**config.mk**
```make
export PLATFORM = sky130hd
export DESIGN_NAME = chunked_bump_allocator
export DESIGN_NICKNAME = d
export VERILOG_FILES = /design/src/hw/rtl/cba_pkg.sv /design/src/hw/rtl/cba_end_mem.sv /design/src/hw/rtl/chunked_bump_allocator.sv
export VERILOG_INCLUDE_DIRS = /design/src /design/src/hw/rtl
export SDC_FILE = /design/constraint.sdc
export NUM_CORES = 2
export LEC_CHECK = 0
export BUFFER_PORTS_ARGS = -buffer_cell sky130_fd_sc_hd__buf_4
export CORE_MARGIN = 1
export CORE_UTILIZATION = 30
export DETAILED_ROUTE_END_ITERATION = 10
export PLACE_DENSITY_LB_ADDON = 0.25
export SYNTH_ARGS = -nofsm -noshare
export SYNTH_HDL_FRONTEND = slang
export SYNTH_SLANG_ARGS = --single-unit
export TNS_END_PERCENT = 20
```
**constraint.sdc**
```tcl
create_clock -name clock -period 8.54 [get_ports clock]
set_input_delay 2.135 -clock clock [delete_from_list [all_inputs] [get_ports clock]]
set_output_delay 2.135 -clock clock [all_outputs]
set_load 0.01 [all_outputs]
```
**src/hw/rtl/chunked_bump_allocator_macros.svh**
```systemverilog
// Assertion macros used by the chunked bump allocator RTL.
`ifndef CHUNKED_BUMP_ALLOCATOR_MACROS_SVH
`define CHUNKED_BUMP_ALLOCATOR_MACROS_SVH

`ifndef NO_ASSERTIONS

// The consequent must hold in the same cycle as the antecedent.
`define CBA_ASSERT_SAME(label, clk, rst, ante, cons) \
   label: assert property (@(posedge clk) disable iff (rst) (ante) |-> (cons)) \
      else $error("chunked_bump_allocator: assertion failed");

// The consequent must hold in the cycle after the antecedent.
`define CBA_ASSERT_NEXT(label, clk, rst, ante, cons) \
   label: assert property (@(posedge clk) disable iff (rst) (ante) |=> (cons)) \
      else $error("chunked_bump_allocator: assertion failed");

`else

`define CBA_ASSERT_SAME(label, clk, rst, ante, cons)
`define CBA_ASSERT_NEXT(label, clk, rst, ante, cons)

`endif

`endif

```
**src/hw/rtl/cba_pkg.sv**
```systemverilog
// Types, codes and constants of the chunked bump allocator.
`timescale 1ns / 1ps
`default_nettype none

package cba_pkg;

   // Defaults of the top-level parameters.
   localparam int CHUNK_SLOTS_DEFAULT = 64;
   localparam int OFFSET_BITS_DEFAULT = 32;
   localparam int SIZE_BITS_DEFAULT   = 24;

   // Fixed widths of the port fields.
   localparam int ACTION_BITS     = 2;
   localparam int REQ_BYTES_BITS  = 24;
   localparam int VADDR_BITS      = 32;
   localparam int STATUS_BITS     = 3;
   localparam int CHUNK_NUM_BITS  = 6;
   localparam int IN_CHUNK_BITS   = 24;
   localparam int CSR_INDEX_BITS  = 2;
   localparam int CSR_DATA_BITS   = 24;
   localparam int CHUNKS_REG_BITS = 7;

   // Register indexes.
   localparam logic [CSR_INDEX_BITS-1:0] REG_DEFAULT_CHUNK_BYTES = 2'd0;
   localparam logic [CSR_INDEX_BITS-1:0] REG_CHUNKS_IN_USE       = 2'd1;

   // Register reset values.
   localparam logic [CSR_DATA_BITS-1:0]   RESET_DEFAULT_CHUNK_BYTES = 24'd4096;
   localparam logic [CHUNKS_REG_BITS-1:0] RESET_CHUNKS_IN_USE       = 7'd64;

   typedef enum logic [ACTION_BITS-1:0] {
      ACT_ALLOCATE = 2'd0,
      ACT_LOOKUP   = 2'd1,
      ACT_FINALIZE = 2'd2,
      ACT_CLEAR    = 2'd3
   } action_type;

   typedef enum logic [STATUS_BITS-1:0] {
      STS_OK        = 3'd0,
      STS_NO_CHUNK  = 3'd1,
      STS_NOT_FOUND = 3'd2,
      STS_ZERO_SIZE = 3'd3,
      STS_OVERFLOW  = 3'd4
   } status_type;

   typedef enum logic [2:0] {
      ST_IDLE,
      ST_ALLOC,
      ST_LCACHE,
      ST_LSCAN,
      ST_SIMPLE
   } state_type;

endpackage

`default_nettype wire

```
**src/hw/rtl/cba_end_mem.sv**
```systemverilog
// Chunk end-offset memory: one write port, one registered read port.
`timescale 1ns / 1ps
`default_nettype none

module cba_end_mem #(
   parameter int DEPTH     = cba_pkg::CHUNK_SLOTS_DEFAULT,
   parameter int WIDTH     = cba_pkg::OFFSET_BITS_DEFAULT,
   parameter int ADDR_BITS = (DEPTH > 1) ? $clog2(DEPTH) : 1
) (
   input  wire logic                 clock,
   input  wire logic                 wr_en,
   input  wire logic [ADDR_BITS-1:0] wr_addr,
   input  wire logic [WIDTH-1:0]     wr_data,
   input  wire logic                 rd_en,
   input  wire logic [ADDR_BITS-1:0] rd_addr,
   output logic      [WIDTH-1:0]     rd_data
);

   logic [WIDTH-1:0] mem [DEPTH];

   // No reset: entries above the fill mark are never used by the allocator.
   always_ff @(posedge clock) begin
      if (wr_en) begin
         mem[wr_addr] <= wr_data;
      end
   end

   always_ff @(posedge clock) begin
      if (rd_en) begin
         rd_data <= mem[rd_addr];
      end
   end

endmodule

`default_nettype wire

```
**src/hw/rtl/chunked_bump_allocator.sv**
```systemverilog
// Chunked bump allocator with virtual offset translation: top level.
//
// One request is worked on at a time. Allocate, finalize and clear pass through
// one working state (ST_ALLOC or ST_SIMPLE) before the result is registered; a
// lookup that hits the one-entry cache passes only through ST_LCACHE. A lookup
// that misses walks the chunk table from the current chunk downward in
// ST_LSCAN, one entry per cycle while the response output is free, through the
// single read port of the end-offset memory; when no table entry is usable at
// all, it ends in ST_LCACHE with not found. A new request is taken while the
// previous result still waits on rsp_ready; the block stalls only when a second
// result is ready before the first is taken.
// Chunk table entries are valid up to the current chunk, so no clearing pass
// runs after reset or clear. Configuration writes are always accepted;
// chunks_in_use takes effect at reset and at the next clear request.
`timescale 1ns / 1ps
`default_nettype none
`include "chunked_bump_allocator_macros.svh"

module chunked_bump_allocator #(
   parameter int CHUNK_SLOTS = cba_pkg::CHUNK_SLOTS_DEFAULT,
   parameter int OFFSET_BITS = cba_pkg::OFFSET_BITS_DEFAULT,
   parameter int SIZE_BITS   = cba_pkg::SIZE_BITS_DEFAULT
) (
   input  wire logic                                clock,
   input  wire logic                                reset,

   input  wire logic                                req_valid,
   output logic                                     req_ready,
   input  wire logic [cba_pkg::ACTION_BITS-1:0]     req_action,
   input  wire logic [cba_pkg::REQ_BYTES_BITS-1:0]  req_request_bytes,
   input  wire logic [cba_pkg::VADDR_BITS-1:0]      req_virtual_address,

   output logic                                     rsp_valid,
   input  wire logic                                rsp_ready,
   output logic      [cba_pkg::STATUS_BITS-1:0]     rsp_status,
   output logic      [cba_pkg::VADDR_BITS-1:0]      rsp_granted_offset,
   output logic      [cba_pkg::CHUNK_NUM_BITS-1:0]  rsp_chunk_number,
   output logic      [cba_pkg::IN_CHUNK_BITS-1:0]   rsp_offset_in_chunk,
   output logic                                     rsp_cache_hit,

   input  wire logic                                csr_valid,
   output logic                                     csr_ready,
   input  wire logic [cba_pkg::CSR_INDEX_BITS-1:0]  csr_index,
   input  wire logic [cba_pkg::CSR_DATA_BITS-1:0]   csr_wdata
);

   localparam int CW = (CHUNK_SLOTS > 1) ? $clog2(CHUNK_SLOTS) : 1;
   localparam int UW = $clog2(CHUNK_SLOTS + 1);
   localparam int XW = UW + 1;
   localparam int AW = ((OFFSET_BITS > SIZE_BITS) ? OFFSET_BITS : SIZE_BITS) + 1;
   localparam int USABLE_RESET =
      (int'(cba_pkg::RESET_CHUNKS_IN_USE) > CHUNK_SLOTS) ? CHUNK_SLOTS
                                                         : int'(cba_pkg::RESET_CHUNKS_IN_USE);

   // Control state.
   cba_pkg::state_type                    state_ff, state_in;
   logic [CW-1:0]                         cur_ff, cur_in;
   logic                                  opened_ff, opened_in;
   logic [SIZE_BITS-1:0]                  free_ff, free_in;
   logic [SIZE_BITS-1:0]                  total_ff, total_in;
   logic [UW-1:0]                         usable_ff, usable_in;
   logic                                  cache_valid_ff, cache_valid_in;
   logic [CW-1:0]                         cache_chunk_ff, cache_chunk_in;
   logic [cba_pkg::CSR_DATA_BITS-1:0]     dflt_ff, dflt_in;
   logic [cba_pkg::CHUNKS_REG_BITS-1:0]   chunks_in_use_ff, chunks_in_use_in;
   logic                                  rsp_valid_ff, rsp_valid_in;

   // Payload registers.
   logic [OFFSET_BITS-1:0]                cache_low_ff, cache_low_in;
   logic [OFFSET_BITS-1:0]                cache_high_ff, cache_high_in;
   cba_pkg::action_type                   act_ff, act_in;
   logic [SIZE_BITS-1:0]                  size_ff, size_in;
   logic [OFFSET_BITS-1:0]                va_ff, va_in;
   logic [CW-1:0]                         idx_ff, idx_in;
   logic [OFFSET_BITS-1:0]                hi_ff, hi_in;
   cba_pkg::status_type                   rsp_status_ff, rsp_status_in;
   logic [cba_pkg::VADDR_BITS-1:0]        rsp_granted_ff, rsp_granted_in;
   logic [cba_pkg::CHUNK_NUM_BITS-1:0]    rsp_chunk_ff, rsp_chunk_in;
   logic [cba_pkg::IN_CHUNK_BITS-1:0]     rsp_inner_ff, rsp_inner_in;
   logic                                  rsp_hit_ff, rsp_hit_in;
   logic                                  rsp_load;

   // Memory port.
   logic                                  rd_en;
   logic [CW-1:0]                         rd_addr;
   logic [OFFSET_BITS-1:0]                rd_data;
   logic                                  wr_en;
   logic [CW-1:0]                         wr_addr;

   // Datapath terms.
   logic                                  out_free;
   logic                                  cur_below;
   logic                                  next_below;
   logic                                  fits;
   logic [OFFSET_BITS-1:0]                start_off;
   logic [AW-1:0]                         end_sum;
   logic                                  overflow;
   logic [SIZE_BITS-1:0]                  dflt_size;
   logic [SIZE_BITS-1:0]                  new_size;
   logic                                  cache_match;
   logic [OFFSET_BITS-1:0]                scan_low;
   logic                                  scan_match;
   logic [UW-1:0]                         usable_clamp;

   cba_end_mem #(
      .DEPTH    (CHUNK_SLOTS),
      .WIDTH    (OFFSET_BITS),
      .ADDR_BITS(CW)
   ) u_end_mem (
      .clock  (clock),
      .wr_en  (wr_en),
      .wr_addr(wr_addr),
      .wr_data(end_sum[OFFSET_BITS-1:0]),
      .rd_en  (rd_en),
      .rd_addr(rd_addr),
      .rd_data(rd_data)
   );

   assign out_free   = !rsp_valid_ff || rsp_ready;
   assign cur_below  = XW'(cur_ff) < XW'(usable_ff);
   assign next_below = (XW'(cur_ff) + XW'(1)) < XW'(usable_ff);
   assign fits       = opened_ff && (size_ff <= free_ff);
   // An unopened current chunk only occurs as chunk 0 of an empty table.
   assign start_off  = opened_ff ? rd_data : '0;
   assign end_sum    = AW'(start_off) + AW'(size_ff);
   assign overflow   = |end_sum[AW-1:OFFSET_BITS];
   assign dflt_size  = SIZE_BITS'(dflt_ff);
   assign new_size   = (size_ff > dflt_size) ? size_ff : dflt_size;
   assign cache_match = cache_valid_ff && (va_ff >= cache_low_ff) && (va_ff < cache_high_ff);
   assign scan_low   = (idx_ff == '0) ? '0 : rd_data;
   assign scan_match = (va_ff < hi_ff) && (va_ff >= scan_low);
   assign usable_clamp = (int'(chunks_in_use_ff) > CHUNK_SLOTS) ? UW'(CHUNK_SLOTS)
                                                                : UW'(chunks_in_use_ff);

   assign csr_ready = 1'b1;

   always_comb begin
      logic [CW-1:0]        alloc_idx;
      logic [SIZE_BITS-1:0] base_free;

      alloc_idx      = cur_ff;
      base_free      = free_ff;

      state_in       = state_ff;
      cur_in         = cur_ff;
      opened_in      = opened_ff;
      free_in        = free_ff;
      total_in       = total_ff;
      usable_in      = usable_ff;
      cache_valid_in = cache_valid_ff;
      cache_chunk_in = cache_chunk_ff;
      cache_low_in   = cache_low_ff;
      cache_high_in  = cache_high_ff;
      act_in         = act_ff;
      size_in        = size_ff;
      va_in          = va_ff;
      idx_in         = idx_ff;
      hi_in          = hi_ff;

      dflt_in          = dflt_ff;
      chunks_in_use_in = chunks_in_use_ff;
      if (csr_valid && csr_ready) begin
         if (csr_index == cba_pkg::REG_DEFAULT_CHUNK_BYTES) begin
            dflt_in = csr_wdata;
         end else if (csr_index == cba_pkg::REG_CHUNKS_IN_USE) begin
            chunks_in_use_in = csr_wdata[cba_pkg::CHUNKS_REG_BITS-1:0];
         end
      end

      req_ready = (state_ff == cba_pkg::ST_IDLE);
      rd_en     = 1'b0;
      rd_addr   = cur_ff;
      wr_en     = 1'b0;
      wr_addr   = cur_ff;

      rsp_load       = 1'b0;
      rsp_status_in  = cba_pkg::STS_OK;
      rsp_granted_in = '0;
      rsp_chunk_in   = '0;
      rsp_inner_in   = '0;
      rsp_hit_in     = 1'b0;

      unique case (state_ff)
         cba_pkg::ST_IDLE: begin
            if (req_valid) begin
               act_in  = cba_pkg::action_type'(req_action);
               size_in = SIZE_BITS'(req_request_bytes);
               va_in   = OFFSET_BITS'(req_virtual_address);
               unique case (cba_pkg::action_type'(req_action))
                  cba_pkg::ACT_ALLOCATE: begin
                     rd_en    = 1'b1;
                     state_in = cba_pkg::ST_ALLOC;
                  end
                  cba_pkg::ACT_LOOKUP: begin
                     rd_en    = 1'b1;
                     state_in = cba_pkg::ST_LCACHE;
                  end
                  cba_pkg::ACT_FINALIZE,
                  cba_pkg::ACT_CLEAR: begin
                     state_in = cba_pkg::ST_SIMPLE;
                  end
               endcase
            end
         end

         cba_pkg::ST_ALLOC: begin
            if (out_free) begin
               state_in = cba_pkg::ST_IDLE;
               rsp_load = 1'b1;
               priority if (size_ff == '0) begin
                  rsp_status_in = cba_pkg::STS_ZERO_SIZE;
               end else if (!cur_below) begin
                  rsp_status_in = cba_pkg::STS_NO_CHUNK;
               end else if (opened_ff && !fits && !next_below) begin
                  // No room for a next chunk: trim the current one anyway.
                  if (free_ff != '0) begin
                     total_in = total_ff - free_ff;
                     free_in  = '0;
                  end
                  rsp_status_in = cba_pkg::STS_NO_CHUNK;
               end else if (overflow) begin
                  rsp_status_in = cba_pkg::STS_OVERFLOW;
               end else begin
                  if (!fits) begin
                     // Trimming the old chunk is subsumed by the new totals.
                     if (opened_ff) begin
                        alloc_idx = cur_ff + CW'(1);
                        cur_in    = alloc_idx;
                     end
                     opened_in = 1'b1;
                     total_in  = new_size;
                     base_free = new_size;
                  end
                  wr_en   = 1'b1;
                  wr_addr = alloc_idx;
                  free_in = base_free - size_ff;
                  if (cache_valid_ff && (cache_chunk_ff == alloc_idx)) begin
                     cache_high_in = end_sum[OFFSET_BITS-1:0];
                  end
                  rsp_granted_in = cba_pkg::VADDR_BITS'(start_off);
                  rsp_chunk_in   = cba_pkg::CHUNK_NUM_BITS'(alloc_idx);
               end
            end
         end

         cba_pkg::ST_LCACHE: begin
            if (out_free) begin
               priority if (cache_match) begin
                  state_in      = cba_pkg::ST_IDLE;
                  rsp_load      = 1'b1;
                  rsp_chunk_in  = cba_pkg::CHUNK_NUM_BITS'(cache_chunk_ff);
                  rsp_inner_in  = cba_pkg::IN_CHUNK_BITS'(va_ff - cache_low_ff);
                  rsp_hit_in    = 1'b1;
               end else if (!cur_below) begin
                  state_in      = cba_pkg::ST_IDLE;
                  rsp_load      = 1'b1;
                  rsp_status_in = cba_pkg::STS_NOT_FOUND;
               end else begin
                  // Start the walk at the current chunk; fetch its lower bound.
                  hi_in    = start_off;
                  idx_in   = cur_ff;
                  rd_en    = (cur_ff != '0);
                  rd_addr  = cur_ff - CW'(1);
                  state_in = cba_pkg::ST_LSCAN;
               end
            end
         end

         cba_pkg::ST_LSCAN: begin
            if (out_free) begin
               priority if (scan_match) begin
                  state_in       = cba_pkg::ST_IDLE;
                  rsp_load       = 1'b1;
                  rsp_chunk_in   = cba_pkg::CHUNK_NUM_BITS'(idx_ff);
                  rsp_inner_in   = cba_pkg::IN_CHUNK_BITS'(va_ff - scan_low);
                  cache_valid_in = 1'b1;
                  cache_chunk_in = idx_ff;
                  cache_low_in   = scan_low;
                  cache_high_in  = hi_ff;
               end else if (idx_ff == '0) begin
                  state_in      = cba_pkg::ST_IDLE;
                  rsp_load      = 1'b1;
                  rsp_status_in = cba_pkg::STS_NOT_FOUND;
               end else begin
                  hi_in   = rd_data;
                  idx_in  = idx_ff - CW'(1);
                  rd_en   = (idx_ff != CW'(1));
                  rd_addr = idx_ff - CW'(2);
               end
            end
         end

         cba_pkg::ST_SIMPLE: begin
            if (out_free) begin
               state_in = cba_pkg::ST_IDLE;
               rsp_load = 1'b1;
               if (act_ff == cba_pkg::ACT_CLEAR) begin
                  cur_in         = '0;
                  opened_in      = 1'b0;
                  free_in        = '0;
                  total_in       = '0;
                  cache_valid_in = 1'b0;
                  cache_chunk_in = '0;
                  cache_low_in   = '0;
                  cache_high_in  = '0;
                  usable_in      = usable_clamp;
               end else if ((free_ff != '0) && cur_below) begin
                  total_in = total_ff - free_ff;
                  free_in  = '0;
               end
            end
         end

         default: begin
            state_in = cba_pkg::ST_IDLE;
         end
      endcase

      rsp_valid_in = (rsp_valid_ff && !rsp_ready) || rsp_load;
   end

   always_ff @(posedge clock) begin
      if (reset) begin
         state_ff         <= cba_pkg::ST_IDLE;
         cur_ff           <= '0;
         opened_ff        <= 1'b0;
         free_ff          <= '0;
         total_ff         <= '0;
         usable_ff        <= UW'(USABLE_RESET);
         cache_valid_ff   <= 1'b0;
         cache_chunk_ff   <= '0;
         dflt_ff          <= cba_pkg::RESET_DEFAULT_CHUNK_BYTES;
         chunks_in_use_ff <= cba_pkg::RESET_CHUNKS_IN_USE;
         rsp_valid_ff     <= 1'b0;
      end else begin
         state_ff         <= state_in;
         cur_ff           <= cur_in;
         opened_ff        <= opened_in;
         free_ff          <= free_in;
         total_ff         <= total_in;
         usable_ff        <= usable_in;
         cache_valid_ff   <= cache_valid_in;
         cache_chunk_ff   <= cache_chunk_in;
         dflt_ff          <= dflt_in;
         chunks_in_use_ff <= chunks_in_use_in;
         rsp_valid_ff     <= rsp_valid_in;
      end
   end

   always_ff @(posedge clock) begin
      cache_low_ff  <= cache_low_in;
      cache_high_ff <= cache_high_in;
      act_ff        <= act_in;
      size_ff       <= size_in;
      va_ff         <= va_in;
      idx_ff        <= idx_in;
      hi_ff         <= hi_in;
      if (rsp_load) begin
         rsp_status_ff  <= rsp_status_in;
         rsp_granted_ff <= rsp_granted_in;
         rsp_chunk_ff   <= rsp_chunk_in;
         rsp_inner_ff   <= rsp_inner_in;
         rsp_hit_ff     <= rsp_hit_in;
      end
   end

   assign rsp_valid           = rsp_valid_ff;
   assign rsp_status          = rsp_status_ff;
   assign rsp_granted_offset  = rsp_granted_ff;
   assign rsp_chunk_number    = rsp_chunk_ff;
   assign rsp_offset_in_chunk = rsp_inner_ff;
   assign rsp_cache_hit       = rsp_hit_ff;

   // An opened current chunk always lies inside the usable part of the table.
   `CBA_ASSERT_SAME(a_open_chunk_usable, clock, reset, opened_ff, XW'(cur_ff) < XW'(usable_ff))

   // The free byte count never exceeds the size of the current chunk.
   `CBA_ASSERT_SAME(a_free_within_total, clock, reset, 1'b1, free_ff <= total_ff)

   // A cached translation always covers a nonempty range.
   `CBA_ASSERT_SAME(a_cache_range, clock, reset, cache_valid_ff, cache_low_ff < cache_high_ff)

   // A completed clear leaves an empty table and no cached translation.
   `CBA_ASSERT_NEXT(a_clear_empties, clock, reset,
      state_ff == cba_pkg::ST_SIMPLE && act_ff == cba_pkg::ACT_CLEAR && out_free,
      !cache_valid_ff && !opened_ff && cur_ff == '0 && free_ff == '0)

endmodule

`default_nettype wire
```
==> flow_summary_export.csv <==
group,metric,value,unit
timing,finalHoldViolCount,0,
global_route,grt_start_max_net_pins,128,
routing,wl_per_cell,27.6,um
placed_design,placement.io_buffers,156,
routing,via_per_inst,5.32,
clocking,htreeDepth,5,
die,design.portCount,158,
clocking,clock_sink_count,2386,
global_route,antenna_found_initial,15,
synthesis,number_of_synthesized_flops_with_an_enable_pin,2306,
synthesis,portion_of_synthesized_cell_area_occupied_by_the_leading_cell_type,67.7,%
synthesis,average_size_of_a_mapped_cell,13.9,um2
power_and_ir_drop,p_per_area,374,nW/um2
synthesis,synth_top_area_cell,"edfxtp_1",
global_route,first_global_vias,64000,
power_and_ir_drop,internal_dissipation,27.6,mW
synthesis,synth.area.top_cells,"edfxtp_1 68%, mux2i_1 4.5%, a21oi_1 3.4%",
cells_and_area,layoutNonFillerInstCount,12400,
timing,relSlewSlack,2.22,%
timing,grt_setup_unrepaired,"no",
die,die_h,586,um
die,dieArea,343000,um2
global_route,total_grt_overflow,0,
timing,maximum_frequency_from_static_timing_analysis,119,MHz
timing,totalNegativeSetupSlack,0,ns
timing,slew_at_the_pin_closest_to_its_max_slew_limit,1.45,ns
power_and_ir_drop,post_layout_power,44.7,mW
power_and_ir_drop,power.sequential.fraction,37.4,%
die,chip_width,586,um
power_and_ir_drop,power_switching,17.1,mW
status,outcome,"complete, no violations",
power_and_ir_drop,gate_power_share,37.2,%
die,start_util,30.3,%
clocking,worst_setup_hold_path_clk_slew,0.06,ns
worst_setup_path,start_kind,"register",
die,num_rows,213,
power_and_ir_drop,irDropWorstVdd,366,uV
synthesis,postSynth.asyncResetShare,0,%
cells_and_area,n_fill_cell,32500,
clocking,postCtsResizedCells,0,
synthesis,postSynthNetCount,7685,
clocking,ctsRootBufferMaster,"clkbuf_16",
power_and_ir_drop,static-leakage-power,40.3,nW
placed_design,placed_cells_incl_taps,11900,
global_route,gr-usage-all-layers,19.4,%
routing,total_vias_in_the_final_route,65900,
clocking,cts_tree,"done",
routing,detail_route.first_pass.iterations,7,
worst_setup_path,required,8.99,ns
synthesis,syn-instance-count,7353,
synthesis,synth_seq_area_share,69.3,%
worst_setup_path,worst-endpoint-arrival,8.82,ns
routing,routed_wl,342000,um
clocking,clockBufferDepth,4,
worst_setup_path,crit_type,"reg -> reg",
clocking,cts-buffers-inserted,270,
synthesis,mappedNetlistArea,102000,um2
routing,remaining_drc_errors,0,
synthesis,synth-warning-count,0,
routing,drtAntennaViolNets,0,
placed_design,place.detailed.hpwl,210000,um
clocking,clkLatencyLatePin,0.91,ns
routing,detail_route.iter0.violations,7219,
synthesis,synthFlopType,"edfxtp_1",
timing,finalClockSkew,0.0699,ns
timing,timing.hold.ws,0.461,ns
power_and_ir_drop,power_switching_share,38.2,%
global_route,grt_pass1_wl,480000,um
cells_and_area,drive_gt1_share,13.2,%
cells_and_area,area_growth_syn_to_layout,16.8,%
synthesis,number_of_unique_standard_cell_types_used_by_synthesis,97,
timing,setup_viol_count_final,0,
worst_hold_path,worst_hold_path_type,"reg -> reg",
timing,finalMaxSlewViolations,0,
worst_setup_path,worstSetupEndpointType,"register",
timing,period_needed,8.37,ns
synthesis,synth-seq-cells,2386,
clocking,cts_post_setup_buffers_inserted,0,
placed_design,place_congestion,0.887,
worst_setup_path,critical_path.max_fanout,42,
timing,min_period_over_period,98.0,%
power_and_ir_drop,clock_power_share,25.4,%
flow_run,max_cap_viol_count,0,
cells_and_area,finalNetCount,8006,
die,core-area,338000,um2
clocking,cts.hold.buffers_added,0,
metrics by stage:
stage	setup slack, ns	cell area, um2	utilization [%]
after floorplan	2.25	102000	-
after global placement	0.345	111000	32.8
after detailed placement	0.539	111000	32.8
after CTS	0.500	119000	35.3
after global routing	0.0510	119000	35.3
final	0.169	119000	35.3
cell usage after synthesis, types with 12 or more instances:
master,count
edfxtp_1,2306
nand2_1,890
a21oi_1,700
mux2i_1,457
nor2_1,260
ha_1,239
inv_1,222
clkbuf_1,179
a22o_1,174
a221oi_1,167
buf_2,140
nand3_1,122
o22ai_1,120
a22oi_1,109
o21ai_0,98
and3_1,80
dfxtp_1,80
a21o_1,76
o31ai_1,65
nor3_1,62
xnor2_1,61
a211oi_1,56
nor2b_1,51
buf_1,48
buf_4,47
xor2_1,46
nand4_1,45
a32oi_1,37
and2_1,37
nor4_1,32
nand2b_1,27
o2111ai_1,21
a31oi_1,20
a21boi_0,19
buf_6,19
o21a_1,19
o211ai_1,17
mux2_2,14
a211o_1,12
or3_1,12
per-layer routing:
layer	global-route usage (%)	share of wire [%]	wire length (um)
met1	27.3	44	151000
met2	30.7	45	154000
met3	3.17	7.7	26400
met4	5.90	3.1	10700
met5	0	0.0094	32
path summary, 6_finish.rpt:
check                                                 endpoint  cells after the start  slack, ns                 startpoint
worst max-delay path            u_end_mem.rd_data[0]$_DFFE_PP_                     20       0.17        idx_ff[3]$_DFFE_PP_
worst min-delay path                 usable_ff[5]$_SDFFE_PP0P_                      2       0.46  usable_ff[5]$_SDFFE_PP0P_
worst max register to register  u_end_mem.rd_data[0]$_DFFE_PP_                     20       0.17        idx_ff[3]$_DFFE_PP_
worst min register to register       usable_ff[5]$_SDFFE_PP0P_                      2       0.46  usable_ff[5]$_SDFFE_PP0P_
cell families after synthesis:
group	synth area share (%)
AO/OA/AOI/OAI	11.9
XOR/XNOR	0.917
adder cells (fa/ha/maj)	3.00
buffers and inverters	2.90
flip-flops	69.3
multiplexers	4.67
other	0.00367
AND/OR/NAND/NOR	7.29
power by group through the flow:
stage	Combinational, mW	Clock [mW]	Sequential [mW]
after CTS	16.5	11.6	16.7
after floorplan	9.39	0	16.8
after detailed placement	16.5	0	16.9
final	16.6	11.4	16.7
after global routing	17.7	12.0	16.8
after global placement	16.3	0	16.9
critical path, stage by stage, from the launching register on:
cell,delay [ns]
edfxtp_1,0.52
nor4_1,0.50
nand2_2,0.52
buf_4,0.39
nand2_1,0.09
ha_1,0.26
a21oi_1,0.23
o21ai_0,0.15
nor2_1,0.18
o21ai_0,0.19
a31oi_2,0.71
o31ai_4,0.20
a2bb2oi_4,0.34
nand3_4,0.67
buf_12,0.46
buf_12,0.22
mux2i_1,0.20
a22o_1,0.17
o22ai_1,0.07
o31ai_1,1.18
o2111ai_1,0.56
state kept, by name, indices dropped and copies added, names as in the netlist, 24 cells and up:
name / cells
cache_high_ff: 32
cache_low_ff: 32
dflt_ff: 24
free_ff: 24
hi_ff: 32
rsp_granted_offset: 32
rsp_offset_in_chunk: 24
size_ff: 24
u_end_mem.mem: 2048
u_end_mem.rd_data: 32
va_ff: 32
area by class of cell:
class                      count  area, um2  share of cell area [%]
antenna                       12       30.0                  0.0251
clock buffer                 340       7320                    6.13
clock inverter               132       1160                   0.968
inverter                     224        841                   0.704
multi-input combinational   4310      29400                    24.6
sequential                  2386      70800                    59.3
tap                         4515       5650                    4.73
timing repair buffer         482       4150                    3.47
placed cells by master (no fill, tap or decap), drive strengths merged, types with 45 or more instances in the layout:
| cell | instances |
|---|---|
| a211oi | 56 |
| a21o | 76 |
| a21oi | 701 |
| a221oi | 170 |
| a22o | 174 |
| a22oi | 109 |
| and3 | 80 |
| buf | 482 |
| clkbuf | 340 |
| clkinv | 97 |
| dfxtp | 80 |
| edfxtp | 2306 |
| ha | 239 |
| inv | 234 |
| mux2i | 457 |
| nand2 | 890 |
| nand3 | 124 |
| nand4 | 45 |
| nor2 | 261 |
| nor2b | 51 |
| nor3 | 64 |
| o21ai | 106 |
| o22ai | 121 |
| o31ai | 66 |
| xnor2 | 61 |
| xor2 | 46 |
No activity file was read; power rests on OpenSTA's default activity.
